==> src/rtl/bcpc_pkg.sv <==
// ----------------------------------------------------------------------------
// bcpc_pkg
// Shared constants and elaboration-time functions for the ball color pixel
// classifier: channel statistics, register map and deviation table builder.
// ----------------------------------------------------------------------------
package bcpc_pkg;

    // Register map (word index taken from paddr[2])
    localparam logic REG_IDX_THRESHOLD = 1'b0;

    localparam logic [15:0] THRESHOLD_RESET = 16'd9347;

    // Channel codes for the deviation tables
    localparam int CH_RED   = 0;
    localparam int CH_GREEN = 1;
    localparam int CH_BLUE  = 2;

    // Q32 fixed-point constants
    localparam logic [63:0] LO32       = 64'h0000_0000_FFFF_FFFF;
    localparam logic [63:0] ONE_Q32    = 64'h0000_0001_0000_0000;
    localparam logic [63:0] HALF_Q32   = 64'h0000_0000_8000_0000;
    localparam logic [63:0] EINV_Q32   = 64'd1580030169;
    localparam logic [63:0] ISQ2PI_Q32 = 64'd1713444047;

    // Channel mean in 1/16 steps
    function automatic int chan_mu16(input int ch);
        int m;
        unique case (ch)
            CH_RED:   m = 1771;
            CH_GREEN: m = 1187;
            default:  m = 747;
        endcase
        return m;
    endfunction

    // Channel sigma scaled by 1e9
    function automatic logic [63:0] chan_sigma9(input int ch);
        logic [63:0] s;
        unique case (ch)
            CH_RED:   s = 64'd10981340710;
            CH_GREEN: s = 64'd9001518969;
            default:  s = 64'd8541946134;
        endcase
        return s;
    endfunction

    // Q32 product, truncated like the 64-bit arithmetic it mirrors
    function automatic logic [63:0] mulq(input logic [63:0] a, input logic [63:0] b);
        logic [63:0] ah;
        logic [63:0] al;
        logic [63:0] bh;
        logic [63:0] bl;
        ah = a >> 32;
        al = a & LO32;
        bh = b >> 32;
        bl = b & LO32;
        return ((ah * bh) << 32) + ah * bl + al * bh + ((al * bl) >> 32);
    endfunction

    // Unsigned 64-bit quotient and remainder by restoring shift and subtract
    function automatic logic [127:0] udivmod(input logic [63:0] n, input logic [63:0] d);
        logic [63:0] q;
        logic [64:0] r;
        q = 64'd0;
        r = 65'd0;
        for (int i = 63; i >= 0; i--) begin
            r = {r[63:0], n[i]};
            if (r >= {1'b0, d}) begin
                r    = r - {1'b0, d};
                q[i] = 1'b1;
            end
        end
        return {q, r[63:0]};
    endfunction

    // Unsigned 64-bit quotient
    function automatic logic [63:0] udivq(input logic [63:0] n, input logic [63:0] d);
        logic [127:0] qr;
        qr = udivmod(n, d);
        return qr[127:64];
    endfunction

    // floor(n * 2^32 / d), elaboration only
    function automatic logic [63:0] divq(input logic [63:0] n, input logic [63:0] d);
        logic [63:0]  q;
        logic [63:0]  r;
        logic [127:0] qr;
        if (d == 64'd0) begin
            return 64'd0;
        end
        qr = udivmod(n, d);
        q  = qr[127:64];
        r  = qr[63:0];
        for (int i = 0; i < 32; i++) begin
            q = q << 1;
            r = r << 1;
            if (r >= d) begin
                r = r - d;
                q = q | 64'd1;
            end
        end
        return q;
    endfunction

    // exp(-y), y in Q32 below 32
    function automatic logic [63:0] expneg(input logic [63:0] y);
        logic [63:0] k;
        logic [63:0] r;
        logic [63:0] t;
        logic [63:0] pos;
        logic [63:0] neg;
        logic [63:0] e;
        k   = y >> 32;
        r   = y & LO32;
        t   = ONE_Q32;
        pos = ONE_Q32;
        neg = 64'd0;
        for (int n = 1; n <= 20; n++) begin
            t = udivq(mulq(t, r), 64'(n));
            if ((n & 1) != 0) begin
                neg = neg + t;
            end else begin
                pos = pos + t;
            end
        end
        e = pos - neg;
        for (logic [63:0] n = 64'd0; n < k; n++) begin
            e = mulq(e, EINV_Q32);
        end
        return e;
    endfunction

    // |Phi(x) - 0.5| in Q32, x >= 0 in Q32
    function automatic logic [63:0] deviation(input logic [63:0] x);
        logic [63:0] phi;
        logic [63:0] d;
        logic [63:0] x2;
        logic [63:0] t;
        logic [63:0] s;
        logic [63:0] f;
        logic [63:0] q;
        if (x >= (64'd8 << 32)) begin
            return HALF_Q32;
        end
        phi = mulq(expneg(mulq(x, x) >> 1), ISQ2PI_Q32);
        if (x < (64'd5 << 31)) begin
            // power series near the mean
            x2 = mulq(x, x);
            t  = x;
            s  = x;
            for (int k = 1; k <= 60; k++) begin
                t = udivq(mulq(t, x2), 64'(2 * k + 1));
                s = s + t;
            end
            d = mulq(phi, s);
            if (d > HALF_Q32) begin
                d = HALF_Q32;
            end
        end else begin
            // Mills-ratio continued fraction in the tail
            f = x;
            for (int k = 80; k >= 1; k--) begin
                f = x + divq(64'(k) << 32, f);
            end
            q = divq(phi, f);
            d = (q >= HALF_Q32) ? 64'd0 : HALF_Q32 - q;
        end
        return d;
    endfunction

    // Deviation of one channel level, Q32
    function automatic logic [63:0] dev_q32(input int ch, input int c);
        int          d16;
        logic [63:0] num;
        logic [63:0] x;
        d16 = 16 * c - chan_mu16(ch);
        num = 64'(d16 < 0 ? -d16 : d16) * 64'd1000000000;
        x   = divq(num, 64'd16 * chan_sigma9(ch));
        return deviation(x);
    endfunction

endpackage

==> src/rtl/bcpc_dev_rom.sv <==
// ----------------------------------------------------------------------------
// bcpc_dev_rom
// Constant deviation table for one color channel, rounded half up to
// DEVIATION_BITS fractional bits and read combinationally.
// ----------------------------------------------------------------------------
module bcpc_dev_rom
    import bcpc_pkg::*;
#(
    parameter int DEVIATION_BITS = 16,
    parameter int CHANNEL        = 0
) (
    input  logic [7:0]                i_level,
    output logic [DEVIATION_BITS-1:0] o_dev
);

    localparam logic [63:0] RND_ADD = 64'd1 << (31 - DEVIATION_BITS);

    logic [DEVIATION_BITS-1:0] w_rom [256];

    // Build the table entries at elaboration
    for (genvar c = 0; c < 256; c++) begin : g_entry
        localparam logic [63:0] DEV_Q32 = dev_q32(CHANNEL, c);
        localparam logic [63:0] DEV_RND = (DEV_Q32 + RND_ADD) >> (32 - DEVIATION_BITS);
        assign w_rom[c] = DEV_RND[DEVIATION_BITS-1:0];
    end

    // Look up the level
    assign o_dev = w_rom[i_level];

endmodule

==> src/rtl/bcpc_relation.sv <==
// ----------------------------------------------------------------------------
// bcpc_relation
// Three linear color relation checks; the pixel survives when at most one
// of them fails.
// ----------------------------------------------------------------------------
module bcpc_relation
    import bcpc_pkg::*;
(
    input  logic [7:0] i_red,
    input  logic [7:0] i_green,
    input  logic [7:0] i_blue,
    output logic       o_rel_ok
);

    logic signed [23:0] w_r;
    logic signed [23:0] w_g;
    logic signed [23:0] w_b;
    logic signed [23:0] w_g10k;
    logic signed [23:0] w_r7618;
    logic               w_fail_rg;
    logic               w_fail_rb;
    logic               w_fail_gb;

    assign w_r = signed'({16'd0, i_red});
    assign w_g = signed'({16'd0, i_green});
    assign w_b = signed'({16'd0, i_blue});

    assign w_g10k  = 24'sd10000 * w_g;
    assign w_r7618 = 24'sd7618 * w_r;

    // Red against green band
    assign w_fail_rg = (w_g10k > (w_r7618 - 24'sd26400))
                    || (w_g10k < (w_r7618 - 24'sd176400));

    // Red against blue
    assign w_fail_rb = ((24'sd8 * w_b) > ((24'sd5 * w_r) - 24'sd90))
                    || (w_b < (w_r - 24'sd80));

    // Green against blue
    assign w_fail_gb = ((24'sd7 * w_b) > ((24'sd5 * w_g) + 24'sd40))
                    || ((24'sd4 * w_b) < ((24'sd5 * w_g) - 24'sd255));

    // Reject on two or more failures
    assign o_rel_ok = !((w_fail_rg && w_fail_rb) || (w_fail_rg && w_fail_gb)
                     || (w_fail_rb && w_fail_gb));

endmodule

==> src/rtl/bcpc_cfg.sv <==
// ----------------------------------------------------------------------------
// bcpc_cfg
// APB-style register port holding the color probability threshold.
// ----------------------------------------------------------------------------
module bcpc_cfg
    import bcpc_pkg::*;
(
    input  logic        i_clk,
    input  logic        i_rst_n,
    input  logic        psel,
    input  logic        penable,
    input  logic        pwrite,
    input  logic [2:0]  paddr,
    input  logic [31:0] pwdata,
    output logic [31:0] prdata,
    output logic        pready,
    output logic [15:0] o_threshold
);

    logic [15:0] r_threshold;
    logic        w_wr_thr;

    assign pready   = 1'b1;
    assign w_wr_thr = psel && penable && pwrite && (paddr[2] == REG_IDX_THRESHOLD);

    // Write the threshold on the access phase
    always_ff @(posedge i_clk) begin
        if (!i_rst_n) begin
            r_threshold <= THRESHOLD_RESET;
        end else if (w_wr_thr) begin
            r_threshold <= pwdata[15:0];
        end
    end

    // Read back
    assign prdata      = (paddr[2] == REG_IDX_THRESHOLD) ? {16'd0, r_threshold} : 32'd0;
    assign o_threshold = r_threshold;

endmodule

==> src/rtl/ball_color_pixel_classifier_unit.sv <==
// ----------------------------------------------------------------------------
// ball_color_pixel_classifier_unit
// Classifies one RGB pixel per clock as possible ball color or not, while the output is not back-pressured.
// ----------------------------------------------------------------------------
// A result is valid once its pixel has passed through all the register stages.
// Throughput: one pixel per cycle while no stage stalls; the split 3*DEVIATION_BITS-bit product
// pipeline sets the six register stages.
// Stalls: each stage holds its transaction while the next one is full and cannot advance.
// Reset: clears all stage valid bits and sets the threshold to 9347.
module ball_color_pixel_classifier_unit
    import bcpc_pkg::*;
#(
    parameter int DEVIATION_BITS = 16
) (
    input  logic        i_clk,
    input  logic        i_rst_n,
    input  logic        i_in_valid,
    output logic        o_in_ready,
    input  logic [7:0]  i_red_level,
    input  logic [7:0]  i_green_level,
    input  logic [7:0]  i_blue_level,
    output logic        o_out_valid,
    input  logic        i_out_ready,
    output logic        o_is_ball_color,
    input  logic        psel,
    input  logic        penable,
    input  logic        pwrite,
    input  logic [2:0]  paddr,
    input  logic [31:0] pwdata,
    output logic [31:0] prdata,
    output logic        pready
);

    localparam int DB    = DEVIATION_BITS;
    localparam int PW    = 3 * DB;
    localparam int SHIFT = 3 * DB - 19;

    // Stage valid bits and advance enables
    logic [5:0] r_valid;
    logic [5:0] n_valid;
    logic [5:0] w_adv;

    logic [15:0] w_threshold;

    // Stage 1: registered pixel
    logic [7:0] r_s1_red;
    logic [7:0] r_s1_green;
    logic [7:0] r_s1_blue;

    // Stage 2: deviations and relation result
    logic [DB-1:0] w_dev_r;
    logic [DB-1:0] w_dev_g;
    logic [DB-1:0] w_dev_b;
    logic          w_rel_ok;
    logic [DB-1:0] r_s2_dev_r;
    logic [DB-1:0] r_s2_dev_g;
    logic [DB-1:0] r_s2_dev_b;
    logic          r_s2_rel;

    // Stage 3: red-green product
    logic [2*DB-1:0] r_s3_p2;
    logic [DB-1:0]   r_s3_dev_b;
    logic            r_s3_rel;

    // Stage 4: partial products with blue
    logic [2*DB-1:0] r_s4_pl;
    logic [2*DB-1:0] r_s4_ph;
    logic            r_s4_rel;

    // Stage 5: full product
    logic [PW-1:0] r_s5_prod;
    logic          r_s5_rel;

    // Stage 6: result
    logic          r_s6_pass;
    logic [16:0]   w_kk;
    logic [PW-1:0] w_limit;

    bcpc_cfg u_cfg (
        .i_clk       (i_clk),
        .i_rst_n     (i_rst_n),
        .psel        (psel),
        .penable     (penable),
        .pwrite      (pwrite),
        .paddr       (paddr),
        .pwdata      (pwdata),
        .prdata      (prdata),
        .pready      (pready),
        .o_threshold (w_threshold)
    );

    // Advance a stage when it is empty or its successor advances
    always_comb begin
        w_adv[5] = !r_valid[5] || i_out_ready;
        for (int k = 4; k >= 0; k--) begin
            w_adv[k] = !r_valid[k] || w_adv[k+1];
        end
    end

    // Load each valid bit from its predecessor when the stage advances
    always_comb begin
        n_valid = r_valid;
        if (w_adv[0]) begin
            n_valid[0] = i_in_valid;
        end
        for (int k = 1; k < 6; k++) begin
            if (w_adv[k]) begin
                n_valid[k] = r_valid[k-1];
            end
        end
    end

    always_ff @(posedge i_clk) begin
        if (!i_rst_n) begin
            r_valid <= '0;
        end else begin
            r_valid <= n_valid;
        end
    end

    assign o_in_ready  = w_adv[0];
    assign o_out_valid = r_valid[5];

    // Stage 1: capture the pixel
    always_ff @(posedge i_clk) begin
        if (w_adv[0]) begin
            r_s1_red   <= i_red_level;
            r_s1_green <= i_green_level;
            r_s1_blue  <= i_blue_level;
        end
    end

    bcpc_dev_rom #(
        .DEVIATION_BITS (DB),
        .CHANNEL        (CH_RED)
    ) u_rom_red (
        .i_level (r_s1_red),
        .o_dev   (w_dev_r)
    );

    bcpc_dev_rom #(
        .DEVIATION_BITS (DB),
        .CHANNEL        (CH_GREEN)
    ) u_rom_green (
        .i_level (r_s1_green),
        .o_dev   (w_dev_g)
    );

    bcpc_dev_rom #(
        .DEVIATION_BITS (DB),
        .CHANNEL        (CH_BLUE)
    ) u_rom_blue (
        .i_level (r_s1_blue),
        .o_dev   (w_dev_b)
    );

    bcpc_relation u_relation (
        .i_red    (r_s1_red),
        .i_green  (r_s1_green),
        .i_blue   (r_s1_blue),
        .o_rel_ok (w_rel_ok)
    );

    // Stage 2: latch deviations and relation verdict
    always_ff @(posedge i_clk) begin
        if (w_adv[1]) begin
            r_s2_dev_r <= w_dev_r;
            r_s2_dev_g <= w_dev_g;
            r_s2_dev_b <= w_dev_b;
            r_s2_rel   <= w_rel_ok;
        end
    end

    // Stage 3: multiply red by green
    always_ff @(posedge i_clk) begin
        if (w_adv[2]) begin
            r_s3_p2    <= (2*DB)'(r_s2_dev_r) * (2*DB)'(r_s2_dev_g);
            r_s3_dev_b <= r_s2_dev_b;
            r_s3_rel   <= r_s2_rel;
        end
    end

    // Stage 4: multiply each half of the product by blue
    always_ff @(posedge i_clk) begin
        if (w_adv[3]) begin
            r_s4_pl  <= (2*DB)'(r_s3_p2[DB-1:0]) * (2*DB)'(r_s3_dev_b);
            r_s4_ph  <= (2*DB)'(r_s3_p2[2*DB-1:DB]) * (2*DB)'(r_s3_dev_b);
            r_s4_rel <= r_s3_rel;
        end
    end

    // Stage 5: combine the partial products
    always_ff @(posedge i_clk) begin
        if (w_adv[4]) begin
            r_s5_prod <= (PW'(r_s4_ph) << DB) + PW'(r_s4_pl);
            r_s5_rel  <= r_s4_rel;
        end
    end

    // Probability limit: (65536 - threshold) scaled to the product format
    assign w_kk    = 17'h10000 - {1'b0, w_threshold};
    assign w_limit = PW'(w_kk) << SHIFT;

    // Stage 6: final verdict
    always_ff @(posedge i_clk) begin
        if (w_adv[5]) begin
            r_s6_pass <= r_s5_rel && (r_s5_prod <= w_limit);
        end
    end

    assign o_is_ball_color = r_s6_pass;

endmodule

==> config.mk <==
export PLATFORM = sky130hd
export DESIGN_NAME = ball_color_pixel_classifier_unit
export DESIGN_NICKNAME = d
export VERILOG_FILES = /design/src/rtl/bcpc_pkg.sv /design/src/rtl/bcpc_dev_rom.sv /design/src/rtl/bcpc_relation.sv /design/src/rtl/bcpc_cfg.sv /design/src/rtl/ball_color_pixel_classifier_unit.sv
export SDC_FILE = /design/constraint.sdc
export NUM_CORES = 2
export LEC_CHECK = 0
export BUFFER_PORTS_ARGS = -buffer_cell sky130_fd_sc_hd__buf_4
export CAP_MARGIN = 5
export CORE_ASPECT_RATIO = 1.75
export CORE_MARGIN = 10
export CORE_UTILIZATION = 45
export DETAILED_ROUTE_END_ITERATION = 10
export HOLD_SLACK_MARGIN = 0.03
export PLACE_DENSITY = 0.63
export SKIP_LAST_GASP = 1
export SLEW_MARGIN = 20
export SYNTH_ARGS = -nofsm -noshare
export SYNTH_HDL_FRONTEND = slang
export SYNTH_SLANG_ARGS = --single-unit
==> constraint.sdc <==
create_clock -name i_clk -period 9.4 [get_ports i_clk]
set_clock_uncertainty 0.05 [all_clocks]
set_input_delay 0.94 -clock i_clk [delete_from_list [all_inputs] [get_ports i_clk]]
set_output_delay 0.94 -clock i_clk [all_outputs]
set_load 0.005 [all_outputs]
==> results.txt <==
outcome - completed
Seq/Total Area, Yosys - 0.166
RSZ-0062 raised after global routing - false
CP Max Fanout - 30
via count - 34700
H-tree depth - 1
post-CTS sizing - 0
drt total wl - 118000 µm
row count - 154
Synth top area share - 0.277
antenna violations before repair - 2
Num CTS Buffers - 30
GRT Residual Overflow - 0
leakage power - 0.0228 µW
vias in the first global route - 37500
kind of critical path - flop to flop
pin count of the biggest net entering global routing - 82
Worst-Skew Late Latency - 0.64 ns
top cells by count, synth - inv_1, nand2_1, fa_1
Peak Freq - 134 MHz
Final Power - 12600 µW
area leader, netlist - fa_1
Final Hold Viols - 0
clock root buffer - clkbuf_16
P&R area growth vs syn - 6.00%
Reg clk slew, reported paths - 0.07 ns
r2r worst-path depth - 27
CTS tree - yes
Post-CTS Hold Buffers - 0
Syn Inst Count - 5033
Max-cap violations - 0
die width - 260 µm
drt pass-1 iters - 8
proportion of layout cells with a drive suffix above 1 - 0.0423
Via-to-Cell Ratio - 5.50
Worst slew margin - 0.307
drc violations - 0
final setup vio count - 0
Initial DRC Count - 1927
Detailed Place HPWL - 94900 µm
Avg Inst Size Synth - 9.02 µm²
ys async rst share - 0
I/O pins - 102
I/O Buffers - 66
slew at the pin closest to its max-slew limit - 1.04 ns
setup TNS - 0 ns
chip height - 440 µm
Critical Path End Type - flop
Core Footprint - 0.100 mm²
number of synthesis warnings - 0
Distinct cells, synth - 92
hold_sp - r_s2_dev_b[10]$_SDFFCE_PP0P_
register bit total from synthesis - 259
Post-CTS Repair Setup Buffers - 0
nets - 6234
worst vdd ir - 0.522 mV
CP startpoint - r_s1_red[5]$_DFFE_PP_
Post-synth EDFFs - 237
clk sinks - 259
post-route minimum period - 7.49 ns
FF-to-FF Start - r_s1_red[5]$_DFFE_PP_
most common cell in the synthesized netlist - inv_1
global-route wire length before repair - 192000 µm
CP Launch Type - flop
die footprint - 0.115 mm²
Max Slew Vio Count - 0
fillcell total - 9555
total track usage - 0.209
Cell Area, Synth - 0.0454 mm²
worst min-delay path class - flop to flop
CTS max path bufs - 3
Tcrit/Tclk final - 0.797
CP Data Arrival Time - 7.81 ns
critical path required time - 9.73 ns
Initial Utilization - 0.452
gpl congestion - 0.931
commonest register cell after synthesis - edfxtp_1
hold path depth - 0
synth top area cells - fa_1, ha_1, edfxtp_1
post-route antenna net violation count - 0
Power per Cell Area - 262 mW/mm²
DR WL/cell - 18.7 µm
-- where the power goes --
part           switching (µW)  total (µW)  internal [µW]
Sequential                522        2400           1880
Combinational            5140        8990           3850
Clock                     544        1220            677
-- per-layer routing --
metal | track usage | share of wire | vias up
met5 | 0 | 0.00011 | -
met1 | 0.206 | 0.34 | 17100
met4 | 0.127 | 0.066 | 2
met3 | 0.0202 | 0.043 | 376
met2 | 0.411 | 0.55 | 1049
li1 | - | - | 16200
-- stage by stage --
stage | instance area [µm²] | hold WS (ns) | util | std cells | worst slack [ns]
final | 48100 | 0.362 | 0.480 | 6318 | 1.91
after global routing | 48100 | 0.370 | 0.480 | 6318 | 1.51
after CTS | 48100 | 0.363 | 0.480 | 6317 | 1.91
after detailed placement | 47100 | 0.355 | 0.469 | 6262 | 1.90
after global placement | 47100 | 0.351 | 0.469 | 6262 | 1.96
after floorplan | 45500 | 0.350 | - | 5048 | 2.74
-- critical path, stage by stage, from the launching register on --
cell and delay (ns):
edfxtp_1 0.32, buf_4 0.31, clkinv_1 0.56, fa_1 0.69, fa_1 0.55, inv_1 0.06
fa_1 0.52, inv_1 0.06, fa_1 0.53, inv_1 0.05, ha_1 0.34, o21a_1 0.14
nor2_1 0.05, or2_1 0.25, or2b_1 0.24, a211oi_2 0.45, o21ai_1 0.23, nand2_1 0.12
xor2_1 0.18, ha_1 0.27, nand4_1 0.10, a21oi_1 0.06, a221o_1 0.31, a21oi_1 0.15
o41ai_1 0.11, a21oi_1 0.16, o2bb2ai_1 0.07, a41o_1 0.28
-- state kept, by name, summed over array words and instances, names as in the netlist --
name and count:
r_s4_rel 1, r_s4_pl 32, r_s5_rel 1, r_s4_ph 32, r_s2_dev_g 16, r_s1_blue 8
r_s1_red 8, r_s3_rel 1, r_s5_prod 48, r_s2_dev_r 16, u_cfg.o_threshold 16, r_s2_rel 1
r_s1_green 8, o_is_ball_color 1, r_s2_dev_b 16, r_valid 6, r_s3_dev_b 16, r_s3_p2 32
-- cell usage in the layout (no fill, tap or decap), types with 9 or more instances in the layout --
master and count:
a211oi_1 27, a21boi_0 19, a21o_1 64, a21oi_1 255, a221oi_1 9, a31oi_1 23, and2_1 287, and3_1 24
buf_4 122, clkbuf_16 31, conb_1 17, dfxtp_1 22, edfxtp_1 237, fa_1 629, ha_1 571, inv_1 805
nand2_1 704, nand2b_1 30, nand3_1 61, nand4_1 18, nor2_1 207, nor2b_1 50, nor3_1 55, nor3b_1 9
nor4_1 18, o211ai_1 40, o21a_1 33, o21ai_0 172, o21bai_1 19, o221ai_1 13, o311ai_0 13, o31ai_1 10
or3_1 13, xnor2_1 145, xor2_1 69
-- worst paths after layout --
path	to	slack, ns
worst max-delay path	r_s2_rel$_DFFE_PP_	1.91
worst max register to register	r_s2_rel$_DFFE_PP_	1.91
worst min register to register	r_s3_dev_b[10]$_DFFE_PP_	0.36
worst min-delay path	r_s3_dev_b[10]$_DFFE_PP_	0.36
-- layout make-up --
class / instances / area [µm²] / area share
Timing Repair Buffer: 122 / 916 / 0.0190
Tap cell: 1326 / 1660 / 0.0345
Sequential cell: 259 / 7560 / 0.157
Clock buffer: 38 / 852 / 0.0177
Inverter: 812 / 3050 / 0.0633
Clock inverter: 17 / 161 / 0.00335
Multi-Input combinational cell: 3743 / 33900 / 0.705
Antenna cell: 1 / 2.50 / 0.0000520
-- cell families after synthesis --
family                     after synthesis  share of synthesized area
other                                    2                   0.000165
adders and majority gates             1200                      0.435
muxes                                   11                    0.00336
DFF                                    259                      0.166
AOI/OAI and AO/OA                      790                      0.110
buffers and inverters                 1046                     0.0879
and+or+nand+nor                       1511                      0.156
xor gates and xnor gates               214                     0.0413
Power figures use the tool's default switching activity.
